[config.mk]
export PLATFORM = sky130hd
export DESIGN_NAME = time_weighted_averager
export DESIGN_NICKNAME = d
export VERILOG_FILES = /design/src/sv/twa_pkg.sv /design/src/sv/time_weighted_averager.sv
export SDC_FILE = /design/constraint.sdc
export NUM_CORES = 1
export LEC_CHECK = 0
export ABC_CLOCK_PERIOD_IN_PS = 12150
export BUFFER_PORTS_ARGS = -buffer_cell sky130_fd_sc_hd__buf_2
export CORE_UTILIZATION = 45
export DETAILED_ROUTE_END_ITERATION = 12
export SLEW_MARGIN = 10
export SYNTH_ARGS = -nofsm -noshare
export SYNTH_HDL_FRONTEND = slang
export SYNTH_SLANG_ARGS = --single-unit
export TNS_END_PERCENT = 20
[constraint.sdc]
create_clock -name clk -period 12.15 [get_ports clk]
set_input_delay 2.43 -clock clk [delete_from_list [all_inputs] [get_ports clk]]
set_output_delay 2.43 -clock clk [all_outputs]
set_load 0.005 [all_outputs]
[src/sv/twa_pkg.sv]
package twa_pkg;

  typedef enum logic [2:0] {
    ST_IDLE,
    ST_MUL,
    ST_SAT,
    ST_SGN,
    ST_ADD,
    ST_ABS,
    ST_DIV,
    ST_FIX
  } twa_state_t;

  localparam logic [2:0] CMD_ACC       = 3'd0;
  localparam logic [2:0] CMD_YIELD     = 3'd1;
  localparam logic [2:0] CMD_RST_LAST  = 3'd2;
  localparam logic [2:0] CMD_RST_TIME  = 3'd3;
  localparam logic [2:0] CMD_CLEAR     = 3'd4;

  localparam int TOTAL_BITS = 64;
  localparam int DIV_STEPS  = 64;

endpackage

[src/sv/time_weighted_averager.sv]
// channel  | ports                                   | direction
// ---------+-----------------------------------------+----------
// in       | in_valid in_stall in_cmd in_timestamp   | request in
//          | in_sample                               |
// out      | out_valid out_stall out_average         | result out
//          | out_elapsed_zero                        |
//
// accumulate on a started window runs one shift-add step per sample bit on the shared adder,
// then product saturation, optional negation and saturating add. yield runs absolute value,
// 64 restoring division steps, sign fix and output load; with zero elapsed ticks it goes
// straight to output load. anything else, first accumulate included, is done in idle.
// in_stall is high while a request is in progress; a yield that finishes while the output
// register is still held by out_stall waits for it. reset is synchronous, active low.
module time_weighted_averager #(
  parameter int TIME_BITS   = 32,
  parameter int SAMPLE_BITS = 16
) (
  input  logic                          clk,
  input  logic                          rst_n,
  input  logic                          in_valid,
  output logic                          in_stall,
  input  logic [2:0]                    in_cmd,
  input  logic [TIME_BITS-1:0]          in_timestamp,
  input  logic signed [SAMPLE_BITS-1:0] in_sample,
  output logic                          out_valid,
  input  logic                          out_stall,
  output logic signed [63:0]            out_average,
  output logic                          out_elapsed_zero
);
  import twa_pkg::*;

  localparam int PW = SAMPLE_BITS + TIME_BITS;
  localparam int MW = (PW > TOTAL_BITS) ? PW : TOTAL_BITS;
  localparam int AW = MW + 1;

  twa_state_t state_r, state_nxt;

  logic [TIME_BITS-1:0]   start_r, start_nxt;
  logic [TIME_BITS-1:0]   last_r, last_nxt;
  logic [TOTAL_BITS-1:0]  total_r, total_nxt;
  logic                   started_r, started_nxt;

  logic [MW-1:0]          mcand_r, mcand_nxt;
  logic [SAMPLE_BITS-1:0] mplier_r, mplier_nxt;
  logic [MW-1:0]          prod_r, prod_nxt;
  logic [TOTAL_BITS-1:0]  dvd_r, dvd_nxt;
  logic [TIME_BITS-1:0]   rem_r, rem_nxt;
  logic [TIME_BITS-1:0]   elap_r, elap_nxt;
  logic                   neg_r, neg_nxt;
  logic                   ez_r, ez_nxt;
  logic [6:0]             cnt_r, cnt_nxt;

  logic                   out_valid_r, out_valid_nxt;
  logic [TOTAL_BITS-1:0]  avg_r, avg_nxt;
  logic                   oez_r, oez_nxt;

  // shared adder / subtractor
  logic [AW-1:0] alu_a, alu_b, alu_sum;
  logic          alu_sub;

  logic                   in_acc;
  logic [TIME_BITS-1:0]   delta, elapsed;
  logic [SAMPLE_BITS-1:0] s_raw, s_mag;
  logic                   s_neg;
  logic [AW-1:0]          limit;
  logic                   ovf;
  logic                   out_free;

  assign in_acc   = in_valid && !in_stall;
  assign delta    = in_timestamp - last_r;
  assign elapsed  = last_r - start_r;
  assign s_raw    = in_sample;
  assign s_neg    = s_raw[SAMPLE_BITS-1];
  assign s_mag    = s_neg ? (~s_raw + SAMPLE_BITS'(1)) : s_raw;
  assign out_free = !out_valid_r || !out_stall;
  assign limit    = neg_r ? (AW'(1) << (TOTAL_BITS - 1))
                          : ((AW'(1) << (TOTAL_BITS - 1)) - AW'(1));

  always_comb begin
    alu_a   = '0;
    alu_b   = '0;
    alu_sub = 1'b0;
    case (state_r)
      ST_MUL: begin
        alu_a = AW'(prod_r);
        alu_b = mplier_r[0] ? AW'(mcand_r) : '0;
      end
      ST_SAT: begin
        alu_a   = limit;
        alu_b   = AW'(prod_r);
        alu_sub = 1'b1;
      end
      ST_SGN: begin
        alu_b   = AW'(prod_r);
        alu_sub = 1'b1;
      end
      ST_ADD: begin
        alu_a = AW'(total_r);
        alu_b = AW'(prod_r[TOTAL_BITS-1:0]);
      end
      ST_ABS: begin
        alu_b   = AW'(total_r);
        alu_sub = 1'b1;
      end
      ST_DIV: begin
        alu_a   = AW'({rem_r, dvd_r[TOTAL_BITS-1]});
        alu_b   = AW'(elap_r);
        alu_sub = 1'b1;
      end
      ST_FIX: begin
        alu_b   = AW'(dvd_r);
        alu_sub = 1'b1;
      end
      default: begin
        alu_a = '0;
      end
    endcase
    alu_sum = alu_a + (alu_sub ? ~alu_b : alu_b) + AW'(alu_sub);
  end

  // signed overflow of the total add
  assign ovf = (total_r[TOTAL_BITS-1] == prod_r[TOTAL_BITS-1]) &&
               (alu_sum[TOTAL_BITS-1] != prod_r[TOTAL_BITS-1]);

  always_ff @(posedge clk) begin
    if (!rst_n) begin
      state_r     <= ST_IDLE;
      start_r     <= '0;
      last_r      <= '0;
      total_r     <= '0;
      started_r   <= 1'b0;
      out_valid_r <= 1'b0;
    end else begin
      state_r     <= state_nxt;
      start_r     <= start_nxt;
      last_r      <= last_nxt;
      total_r     <= total_nxt;
      started_r   <= started_nxt;
      out_valid_r <= out_valid_nxt;
    end
  end

  always_ff @(posedge clk) begin
    mcand_r  <= mcand_nxt;
    mplier_r <= mplier_nxt;
    prod_r   <= prod_nxt;
    dvd_r    <= dvd_nxt;
    rem_r    <= rem_nxt;
    elap_r   <= elap_nxt;
    neg_r    <= neg_nxt;
    ez_r     <= ez_nxt;
    cnt_r    <= cnt_nxt;
    avg_r    <= avg_nxt;
    oez_r    <= oez_nxt;
  end

  always_comb begin
    state_nxt     = state_r;
    start_nxt     = start_r;
    last_nxt      = last_r;
    total_nxt     = total_r;
    started_nxt   = started_r;
    mcand_nxt     = mcand_r;
    mplier_nxt    = mplier_r;
    prod_nxt      = prod_r;
    dvd_nxt       = dvd_r;
    rem_nxt       = rem_r;
    elap_nxt      = elap_r;
    neg_nxt       = neg_r;
    ez_nxt        = ez_r;
    cnt_nxt       = cnt_r;
    avg_nxt       = avg_r;
    oez_nxt       = oez_r;
    out_valid_nxt = out_valid_r && out_stall;
    in_stall      = (state_r != ST_IDLE);

    case (state_r)
      ST_IDLE: begin
        if (in_acc) begin
          case (in_cmd)
            CMD_ACC: begin
              last_nxt    = in_timestamp;
              started_nxt = 1'b1;
              if (started_r) begin
                mcand_nxt  = MW'(delta);
                mplier_nxt = s_mag;
                neg_nxt    = s_neg;
                prod_nxt   = '0;
                cnt_nxt    = '0;
                state_nxt  = ST_MUL;
              end else begin
                start_nxt = in_timestamp;
              end
            end
            CMD_YIELD: begin
              if (elapsed == '0) begin
                ez_nxt    = 1'b1;
                state_nxt = ST_FIX;
              end else begin
                ez_nxt    = 1'b0;
                elap_nxt  = elapsed;
                neg_nxt   = total_r[TOTAL_BITS-1];
                state_nxt = ST_ABS;
              end
            end
            CMD_RST_LAST: begin
              total_nxt   = '0;
              start_nxt   = last_r;
              started_nxt = 1'b1;
            end
            CMD_RST_TIME: begin
              total_nxt   = '0;
              start_nxt   = in_timestamp;
              last_nxt    = in_timestamp;
              started_nxt = 1'b1;
            end
            CMD_CLEAR: begin
              total_nxt   = '0;
              start_nxt   = '0;
              last_nxt    = '0;
              started_nxt = 1'b0;
            end
            default: begin
              state_nxt = ST_IDLE;
            end
          endcase
        end
      end
      ST_MUL: begin
        prod_nxt   = alu_sum[MW-1:0];
        mcand_nxt  = mcand_r << 1;
        mplier_nxt = mplier_r >> 1;
        cnt_nxt    = cnt_r + 7'd1;
        if (cnt_r == 7'(SAMPLE_BITS - 1)) begin
          state_nxt = ST_SAT;
        end
      end
      ST_SAT: begin
        // limit - product went negative: clamp the magnitude
        if (alu_sum[AW-1]) begin
          prod_nxt = limit[MW-1:0];
        end
        state_nxt = neg_r ? ST_SGN : ST_ADD;
      end
      ST_SGN: begin
        prod_nxt  = alu_sum[MW-1:0];
        state_nxt = ST_ADD;
      end
      ST_ADD: begin
        if (ovf) begin
          total_nxt = neg_r ? {1'b1, {(TOTAL_BITS-1){1'b0}}}
                            : {1'b0, {(TOTAL_BITS-1){1'b1}}};
        end else begin
          total_nxt = alu_sum[TOTAL_BITS-1:0];
        end
        state_nxt = ST_IDLE;
      end
      ST_ABS: begin
        dvd_nxt   = neg_r ? alu_sum[TOTAL_BITS-1:0] : total_r;
        rem_nxt   = '0;
        cnt_nxt   = '0;
        state_nxt = ST_DIV;
      end
      ST_DIV: begin
        // restoring step: keep the trial difference when it is not negative
        if (alu_sum[AW-1]) begin
          rem_nxt = {rem_r[TIME_BITS-2:0], dvd_r[TOTAL_BITS-1]};
          dvd_nxt = {dvd_r[TOTAL_BITS-2:0], 1'b0};
        end else begin
          rem_nxt = alu_sum[TIME_BITS-1:0];
          dvd_nxt = {dvd_r[TOTAL_BITS-2:0], 1'b1};
        end
        cnt_nxt = cnt_r + 7'd1;
        if (cnt_r == 7'(DIV_STEPS - 1)) begin
          state_nxt = ST_FIX;
        end
      end
      ST_FIX: begin
        if (out_free) begin
          if (ez_r) begin
            avg_nxt = total_r;
          end else if (neg_r) begin
            avg_nxt = alu_sum[TOTAL_BITS-1:0];
          end else begin
            avg_nxt = dvd_r;
          end
          oez_nxt       = ez_r;
          out_valid_nxt = 1'b1;
          state_nxt     = ST_IDLE;
        end
      end
      default: begin
        state_nxt = ST_IDLE;
      end
    endcase
  end

  assign out_valid        = out_valid_r;
  assign out_average      = avg_r;
  assign out_elapsed_zero = oez_r;

  // remainder stays below the divisor through the division
  a_rem_bound: assert property (@(posedge clk) disable iff (!rst_n)
    (state_r == ST_DIV) |-> (rem_r < elap_r))
    else $error("division remainder not below divisor");

  // a result only appears after the output load step
  a_out_source: assert property (@(posedge clk) disable iff (!rst_n)
    $rose(out_valid_r) |-> ($past(state_r) == ST_FIX))
    else $error("result raised outside output load");

  // before the first sample the window is empty
  a_not_started: assert property (@(posedge clk) disable iff (!rst_n)
    !started_r |-> (total_r == '0 && start_r == last_r))
    else $error("state not clear before first sample");

  // multiplier never runs past the sample width
  a_mul_count: assert property (@(posedge clk) disable iff (!rst_n)
    (state_r == ST_MUL) |-> (cnt_r < 7'(SAMPLE_BITS)))
    else $error("multiply step count overrun");

  // a yield with ticks elapsed enters the divide path
  a_yield_path: assert property (@(posedge clk) disable iff (!rst_n)
    (in_acc && in_cmd == CMD_YIELD && elapsed != '0) |=> (state_r == ST_ABS))
    else $error("yield did not start division");

endmodule
==> impl_metrics.sql, run 1 <==
INSERT INTO impl_metrics (metric_group, metric, value, unit) VALUES
('setup_path', 'rr_worst_depth', '22', ''),
('synth', 'synthesis.instances', '3693', ''),
('clock_tree', 'holdBufCountCts', '0', ''),
('synth', 'synth-seq-cells', '479', ''),
('clock_tree', 'clkSinkCount', '479', ''),
('die', 'ioPinCount', '122', ''),
('clock_tree', 'cts_repair_resize_count', '0', ''),
('synth', 'synth_fp_nets', '3878', ''),
('synth', 'synthesis.area', '32200', 'um^2'),
('global_route', 'grt_overflow', '0', ''),
('synth', 'synth_seq_area_share', '40.5', '%'),
('timing', 'clock.fmax', '127', 'MHz'),
('setup_path', 'timing.setup.critical_path_class', 'flop to flop', ''),
('synth', 'netlist_top_cells_count', '645 x sky130_fd_sc_hd__nand2_1, 346 x sky130_fd_sc_hd__edfxtp_1, 340 x sky130_fd_sc_hd__o21ai_0, 322 x sky130_fd_sc_hd__a21oi_1, 218 x sky130_fd_sc_hd__clkbuf_1', ''),
('clock_tree', 'cts_setup_buffers', '0', ''),
('global_route', 'grt_pass1_wl', '159', 'mm'),
('clock_tree', 'clkLatencyLatePin', '0.62', 'ns'),
('synth', 'synth.yosys.warnings', '0', ''),
('die', 'die-area', '72700', 'um^2'),
('setup_path', 'worst_ep_required_time', '12.70', 'ns'),
('layout', 'finalNetCount', '3848', ''),
('die', 'number_of_rows_created_at_floorplan', '97', ''),
('clock_tree', 'clock-root-buffer', 'sky130_fd_sc_hd__clkbuf_16', ''),
('place', 'placed_area', '33500', 'um^2'),
('routing', 'first_iter_violations', '2968', ''),
('clock_tree', 'number_of_buffers_between_clock_root_and_the_deepest_sink', '3', ''),
('power_and_ir_drop', 'netSwitchingPower', '3.52', 'mW'),
('timing', 'timing_max_transition_violations_final', '0', ''),
('routing', 'drt.antenna.violating_nets', '0', ''),
('die', 'floorplan.initialDensity', '45.7', '%'),
('timing', 'clock-skew-final', '0.0159', 'ns'),
('power_and_ir_drop', 'power.share.switching', '44.0', '%'),
('synth', 'synth_enable_flop_cells', '346', ''),
('global_route', 'largest_net_degree_at_the_start_of_global_routing', '121', ''),
('global_route', 'grt_use_total', '27.6', '%'),
('hold_path', 'kind_of_path_behind_the_tightest_hold_check', 'flop to flop', ''),
('run', 'cap_viol_max_count', '0', ''),
('setup_path', 'timing.critical_path.arrival', '8.43', 'ns'),
('synth', 'synth_area_leader_cell', 'sky130_fd_sc_hd__edfxtp_1', ''),
('place', 'numPortBuffers', '121', ''),
('global_route', 'via_count_of_the_first_global_routing_pass', '26500', ''),
('setup_path', 'regToRegSetupSlack', '4.26', 'ns'),
('power_and_ir_drop', 'p_clk_share', '20.7', '%'),
('timing', 'tns', '0', 'ns'),
('clock_tree', 'clock_tree_from_tritoncts', 'done', ''),
('routing', 'vias', '28100', ''),
('power_and_ir_drop', 'power.density_cell_area', '226', 'nW/um^2'),
('global_route', 'antenna_found_initial', '6', ''),
('hold_path', 'hold_depth', '2', ''),
('setup_path', 'critPathMaxFanout', '74', ''),
('synth', 'postSynthAreaPerCell', '8.73', 'um^2'),
('setup_path', 'setup.worst_path.end_class', 'flop', ''),
('routing', 'drt_first_pass_iters', '6', ''),
('power_and_ir_drop', 'power.total', '7.99', 'mW'),
('power_and_ir_drop', 'combinationalPowerShare', '47.9', '%'),
('synth', 'synthFlopType', 'sky130_fd_sc_hd__edfxtp_1', ''),
('outcome', 'run_status', 'finished, final reports clean', ''),
('routing', 'route.detailed.vias_per_inst', '6.05', ''),
('synth', 'synth.lib_cells_used.distinct', '86', ''),
('timing', 'timing.final.crit_share', '64.9', '%'),
('clock_tree', 'path_clk_slew', '0.06', 'ns'),
('power_and_ir_drop', 'cell_internal_pwr', '4.47', 'mW'),
('clock_tree', 'cts-htree-levels', '2', ''),
('timing', 'finalSetupViolations', '0', ''),
('timing', 'whs', '0.479', 'ns'),
('place', 'finalWeightedCongestion', '0.950', ''),
('die', 'floorplan.core_area', '70500', 'um^2'),
('routing', 'drc', '0', ''),
('power_and_ir_drop', 'leakagePower', '13.4', 'nW'),
('layout', 'stdcell_area', '35300', 'um^2'),
('routing', 'wl_per_cell', '21.8', 'um');
-- area by class of cell --
type	count	area (um^2)
antenna	1	2.50
tap	940	1180
sequential	479	13100
fill	6640	35200
timing repair buffer	163	933
clock buffer	79	1600
multi-input combinational	2801	17700
clock inverter	24	170
inverter	163	614
-- critical path, stage by stage, from the launching register on --
cell	delay, ns
sky130_fd_sc_hd__dfxtp_4	0.63
sky130_fd_sc_hd__buf_4	0.63
sky130_fd_sc_hd__nand2b_1	0.59
sky130_fd_sc_hd__nor2_4	0.26
sky130_fd_sc_hd__buf_4	0.40
sky130_fd_sc_hd__and2_1	0.28
sky130_fd_sc_hd__a22oi_1	0.14
sky130_fd_sc_hd__nand2_1	0.12
sky130_fd_sc_hd__maj3_1	0.36
sky130_fd_sc_hd__o221a_2	0.25
sky130_fd_sc_hd__ha_1	0.44
sky130_fd_sc_hd__nand4_1	0.31
sky130_fd_sc_hd__nor4_1	0.53
sky130_fd_sc_hd__nand3_1	0.13
sky130_fd_sc_hd__o221a_2	0.28
sky130_fd_sc_hd__nand2_1	0.09
sky130_fd_sc_hd__nor3_1	0.07
sky130_fd_sc_hd__a211oi_2	0.41
sky130_fd_sc_hd__mux2i_4	0.13
sky130_fd_sc_hd__a21boi_4	0.56
sky130_fd_sc_hd__buf_4	0.67
sky130_fd_sc_hd__o21ai_0	0.20
sky130_fd_sc_hd__a21oi_1	0.18
-- through the flow --
stage | util (%) | worst slack [ns] | instances
floorplan | - | 2.33 | 3693
global placement | 47.5 | 4.57 | 4546
detailed placement | 47.5 | 4.40 | 4546
CTS | 50.0 | 4.38 | 4649
global route | 50.0 | 3.65 | 4649
finish | 50.0 | 4.26 | 4650
-- cell usage in the layout, fill, tap and decap left out, types with 13 or more instances in the layout --
cell type,instances
sky130_fd_sc_hd__o21ai_0,338
sky130_fd_sc_hd__clkinv_2,13
sky130_fd_sc_hd__nand3_1,97
sky130_fd_sc_hd__o21a_1,22
sky130_fd_sc_hd__mux4_2,31
sky130_fd_sc_hd__a21o_1,56
sky130_fd_sc_hd__o21bai_1,19
sky130_fd_sc_hd__a21oi_1,320
sky130_fd_sc_hd__buf_4,41
sky130_fd_sc_hd__a21oi_2,18
sky130_fd_sc_hd__nand2b_1,24
sky130_fd_sc_hd__a31oi_1,14
sky130_fd_sc_hd__inv_1,161
sky130_fd_sc_hd__o221ai_1,24
sky130_fd_sc_hd__edfxtp_1,346
sky130_fd_sc_hd__clkbuf_1,14
sky130_fd_sc_hd__ha_1,127
sky130_fd_sc_hd__xnor2_1,60
sky130_fd_sc_hd__nor2b_1,19
sky130_fd_sc_hd__a211oi_1,16
sky130_fd_sc_hd__a221o_1,32
sky130_fd_sc_hd__o21ai_2,19
sky130_fd_sc_hd__and3_1,16
sky130_fd_sc_hd__buf_2,121
sky130_fd_sc_hd__nand4_1,39
sky130_fd_sc_hd__nor2_1,208
sky130_fd_sc_hd__nor4_1,17
sky130_fd_sc_hd__o211ai_1,45
sky130_fd_sc_hd__a22oi_1,44
sky130_fd_sc_hd__nor3_1,45
sky130_fd_sc_hd__and2_1,49
sky130_fd_sc_hd__mux2i_1,149
sky130_fd_sc_hd__o2111ai_1,38
sky130_fd_sc_hd__dfxtp_1,131
sky130_fd_sc_hd__xor2_1,60
sky130_fd_sc_hd__nand2_1,644
sky130_fd_sc_hd__clkbuf_16,58
sky130_fd_sc_hd__or3_1,25
-- power groups by stage --
stage	Clock, mW	Sequential (mW)	Combinational [mW]
2_1_floorplan	0	2.45	2.75
3_3_place_gp	0	2.53	3.74
3_5_place_dp	0	2.53	3.76
4_1_cts	1.68	2.50	3.78
5_1_grt	1.73	2.54	4.21
6_report	1.65	2.51	3.83
-- flip-flops by register name, indices dropped and copies added (netlist names) --
name and count:
total_r 64, prod_r 64, dvd_r 64, rem_r 32
mplier_r 16, mcand_r 64, ez_r 1, out_elapsed_zero 1
started_r 1, elap_r 32, neg_r 1, state_r 3
out_average 64, last_r 32, start_r 32, cnt_r 7
out_valid 1
-- cell families after synthesis --
family	share of synthesized area [%]
AO/OA/AOI/OAI	22.1
adder cells (fa/ha/maj)	5.30
multiplexers	6.89
flip-flops	40.5
AND/OR/NAND/NOR	17.0
buffers and inverters	4.95
XOR/XNOR	3.26
-- routing by layer --
metal,vias to the layer above,share of wire [%],GRT usage [%]
met5,-,0.039,0
met4,6,2.2,7.10
met3,144,7.9,3.64
met2,1077,44,43.1
met1,13500,46,40.0
li1,13400,-,-
-- path summary, 6_finish.rpt --
| kind | from | to |
|---|---|---|
| setup / recovery | state_r[2] | total_r[2] |
| hold / removal | last_r[30] | last_r[30] |
| setup reg to reg | state_r[2] | total_r[2] |
| hold reg to reg | last_r[30] | last_r[30] |
Power figures use the tool's default switching activity.
==> inputs of run 2 (changes only) <==
--- a/config.mk
+++ b/config.mk
@@ -5,7 +5,7 @@
 export SDC_FILE = /design/constraint.sdc
 export NUM_CORES = 1
 export LEC_CHECK = 0
-export ABC_CLOCK_PERIOD_IN_PS = 12150
+export ABC_CLOCK_PERIOD_IN_PS = 8200
 export BUFFER_PORTS_ARGS = -buffer_cell sky130_fd_sc_hd__buf_2
 export CORE_UTILIZATION = 45
 export DETAILED_ROUTE_END_ITERATION = 12
==> constraint.sdc (replaced) <==
create_clock -name clk -period 8.2 [get_ports clk]
set_input_delay 1.64 -clock clk [delete_from_list [all_inputs] [get_ports clk]]
set_output_delay 1.64 -clock clk [all_outputs]
set_load 0.005 [all_outputs]
==> impl_metrics.sql, run 2 (synthesis results as in run 1) <==
INSERT INTO impl_metrics (metric_group, metric, value, unit) VALUES
('clock_tree', 'numCtsBuffers', '55', ''),
('clock_tree', 'holdBufCountCts', '0', ''),
('layout', 'layout.filler_cells', '6676', ''),
('clock_tree', 'cts-htree-levels', '2', ''),
('setup_path', 'worst_ep_required_time', '8.69', 'ns'),
('setup_path', 'rr_worst_depth', '19', ''),
('global_route', 'grt_use_total', '27.7', '%'),
('outcome', 'run_status', 'finished, final reports clean', ''),
('global_route', 'grt_pass1_wl', '160', 'mm'),
('clock_tree', 'clkLatencyLatePin', '0.64', 'ns'),
('setup_path', 'timing.critical_path.arrival', '7.41', 'ns'),
('layout', 'finalNetCount', '3855', ''),
('layout', 'final_cell_mix', '644 x sky130_fd_sc_hd__nand2_1, 346 x sky130_fd_sc_hd__edfxtp_1, 337 x sky130_fd_sc_hd__o21ai_0', ''),
('setup_path', 'path_depth', '19', ''),
('global_route', 'largest_net_degree_at_the_start_of_global_routing', '134', ''),
('clock_tree', 'clock_tree_from_tritoncts', 'done', ''),
('timing', 'hold_violations', '0', ''),
('global_route', 'antenna_found_initial', '8', ''),
('power_and_ir_drop', 'power.density_cell_area', '341', 'nW/um^2'),
('timing', 'final_period_minus_worst_setup_slack', '6.92', 'ns'),
('die', 'floorplan.core_area', '70500', 'um^2'),
('place', 'dp_hpwl', '72.0', 'mm'),
('layout', 'share_of_layout_cells_above_drive_strength_1', '10.5', '%'),
('place', 'numPortBuffers', '121', ''),
('setup_path', 'critPathMaxFanout', '56', ''),
('clock_tree', 'clock-root-buffer', 'sky130_fd_sc_hd__clkbuf_16', ''),
('layout', 'post-route-util', '50.4', '%'),
('timing', 'clock-skew-final', '0.0294', 'ns'),
('layout', 'synth_to_final_area_change', '10.3', '%'),
('routing', 'wl_per_cell', '22.1', 'um'),
('routing', 'drt_first_pass_iters', '5', ''),
('die', 'ioPinCount', '122', ''),
('setup_path', 'worstPathCellList', 'nand2_1 > nor2_1 > nand2_1 > nand2_1 > a21oi_1 > o221a_2 > ha_1 > nand4_1 > nor4_1 > nand3_1 > o221a_2 > nand2_1 > nor3_1 > a211oi_2 > mux2i_4 > buf_4 > inv_1 > nand3_1 > o21ai_0', ''),
('global_route', 'via_count_of_the_first_global_routing_pass', '26400', ''),
('setup_path', 'crit_family', 'simple AND/OR/NAND/NOR gates', ''),
('clock_tree', 'clkSinkCount', '479', ''),
('run', 'cap_viol_max_count', '0', ''),
('global_route', 'grt_overflow', '0', ''),
('die', 'die_width', '270', 'um'),
('die', 'number_of_rows_created_at_floorplan', '97', ''),
('timing', 'tns', '0', 'ns'),
('clock_tree', 'cts_setup_buffers', '0', ''),
('timing', 'clock.fmax', '144', 'MHz'),
('setup_path', 'cpMaxStageDelayCell', 'sky130_fd_sc_hd__nor2_1', ''),
('routing', 'vias', '28200', ''),
('power_and_ir_drop', 'leakagePower', '13.5', 'nW'),
('clock_tree', 'cts_repair_resize_count', '0', ''),
('timing', 'tightestPinTransition', '1.12', 'ns'),
('die', 'floorplan.initialDensity', '45.7', '%'),
('die', 'die_height', '270', 'um'),
('routing', 'wirelength', '103', 'mm'),
('routing', 'drc', '0', ''),
('setup_path', 'timing.critical_path.mode_cell', 'sky130_fd_sc_hd__nand2_1', ''),
('clock_tree', 'path_clk_slew', '0.06', 'ns'),
('timing', 'unrepaired_setup_endpoints_after_global_routing', 'no', ''),
('setup_path', 'startpoint_type', 'flop', ''),
('setup_path', 'timing.setup.critical_path_class', 'flop to flop', ''),
('timing', 'timing_max_transition_violations_final', '0', ''),
('routing', 'route.detailed.vias_per_inst', '6.05', ''),
('timing', 'timing.max_slew.rel_slack', '25.5', '%'),
('hold_path', 'kind_of_path_behind_the_tightest_hold_check', 'flop to flop', ''),
('place', 'placed_instance_count', '4553', ''),
('layout', 'layoutNonFillerInstCount', '4658', ''),
('hold_path', 'hold_depth', '2', ''),
('die', 'die-area', '72700', 'um^2'),
('timing', 'whs', '0.479', 'ns'),
('setup_path', 'critical_path.n_buffers_inverters', '2', ''),
('clock_tree', 'number_of_buffers_between_clock_root_and_the_deepest_sink', '3', ''),
('timing', 'timing.final.crit_share', '84.4', '%'),
('power_and_ir_drop', 'power.ir.vdd_worst', '194', 'uV'),
('setup_path', 'setup.worst_path.end_class', 'flop', ''),
('routing', 'drt.antenna.violating_nets', '0', ''),
('timing', 'finalSetupViolations', '0', ''),
('layout', 'layout.cells.most_common', 'sky130_fd_sc_hd__nand2_1', ''),
('place', 'finalWeightedCongestion', '0.969', ''),
('power_and_ir_drop', 'power.total', '12.1', 'mW'),
('setup_path', 'worst_path_largest_cell_delay', '0.77', 'ns'),
('routing', 'first_iter_violations', '2891', '');
run 2: cell types whose count changed in the layout (fill, tap and decap cells not counted), moves of 3 or more:
cell / delta
sky130_fd_sc_hd__clkinv_4: +3
sky130_fd_sc_hd__buf_12: +4
sky130_fd_sc_hd__clkbuf_1: -4
sky130_fd_sc_hd__clkbuf_16: -3
sky130_fd_sc_hd__bufinv_16: +9
sky130_fd_sc_hd__buf_4: +3
run 2: worst paths after layout:
| path | to | start | slack, ns |
|---|---|---|---|
| worst max register to register | total_r[53] | state_r[2] | 1.28 |
| worst max-delay path | total_r[53] | state_r[2] | 1.28 |
| worst min register to register | last_r[19] | last_r[19] | 0.48 |
| worst min-delay path | last_r[19] | last_r[19] | 0.48 |
run 2: metrics by stage:
stage               worst slack (ns)  cell area (um^2)
detailed placement              1.44             33600
finish                          1.28             35600
floorplan                     -0.328             32200
CTS                             1.43             35600
global placement                1.56             33600
global route                   0.902             35600
run 2: layout make-up:
type	instances	area (um^2)	area share [%]
multi-input combinational	2801	17700	49.9
sequential	479	13100	36.7
clock inverter	33	457	1.28
tap	940	1180	3.31
antenna	2	5.00	0.0141
inverter	163	614	1.73
clock buffer	70	1480	4.17
timing repair buffer	170	1040	2.91
run 2: layer usage:
metal,global-route usage (%),wire length [um]
met3,3.87,7680
met5,0,34
met1,40.4,47500
met2,43.1,45300
met4,6.86,2280
run 2: tightest hold or removal path, delay by kind of cell, from the launching register on:
family / cells / cell delay, ns
AO/OA/AOI/OAI: 1 / 0.05
flip-flops: 1 / 0.32
AND/OR/NAND/NOR: 1 / 0.06
run 2: where the power goes:
| group | internal [mW] | switching [mW] | leakage, nW |
|---|---|---|---|
| registers | 3.36 | 0.364 | 4.27 |
| clock network | 1.60 | 1.08 | 0.946 |
| logic | 1.91 | 3.81 | 8.27 |
| total | 6.87 | 5.26 | 13.5 |
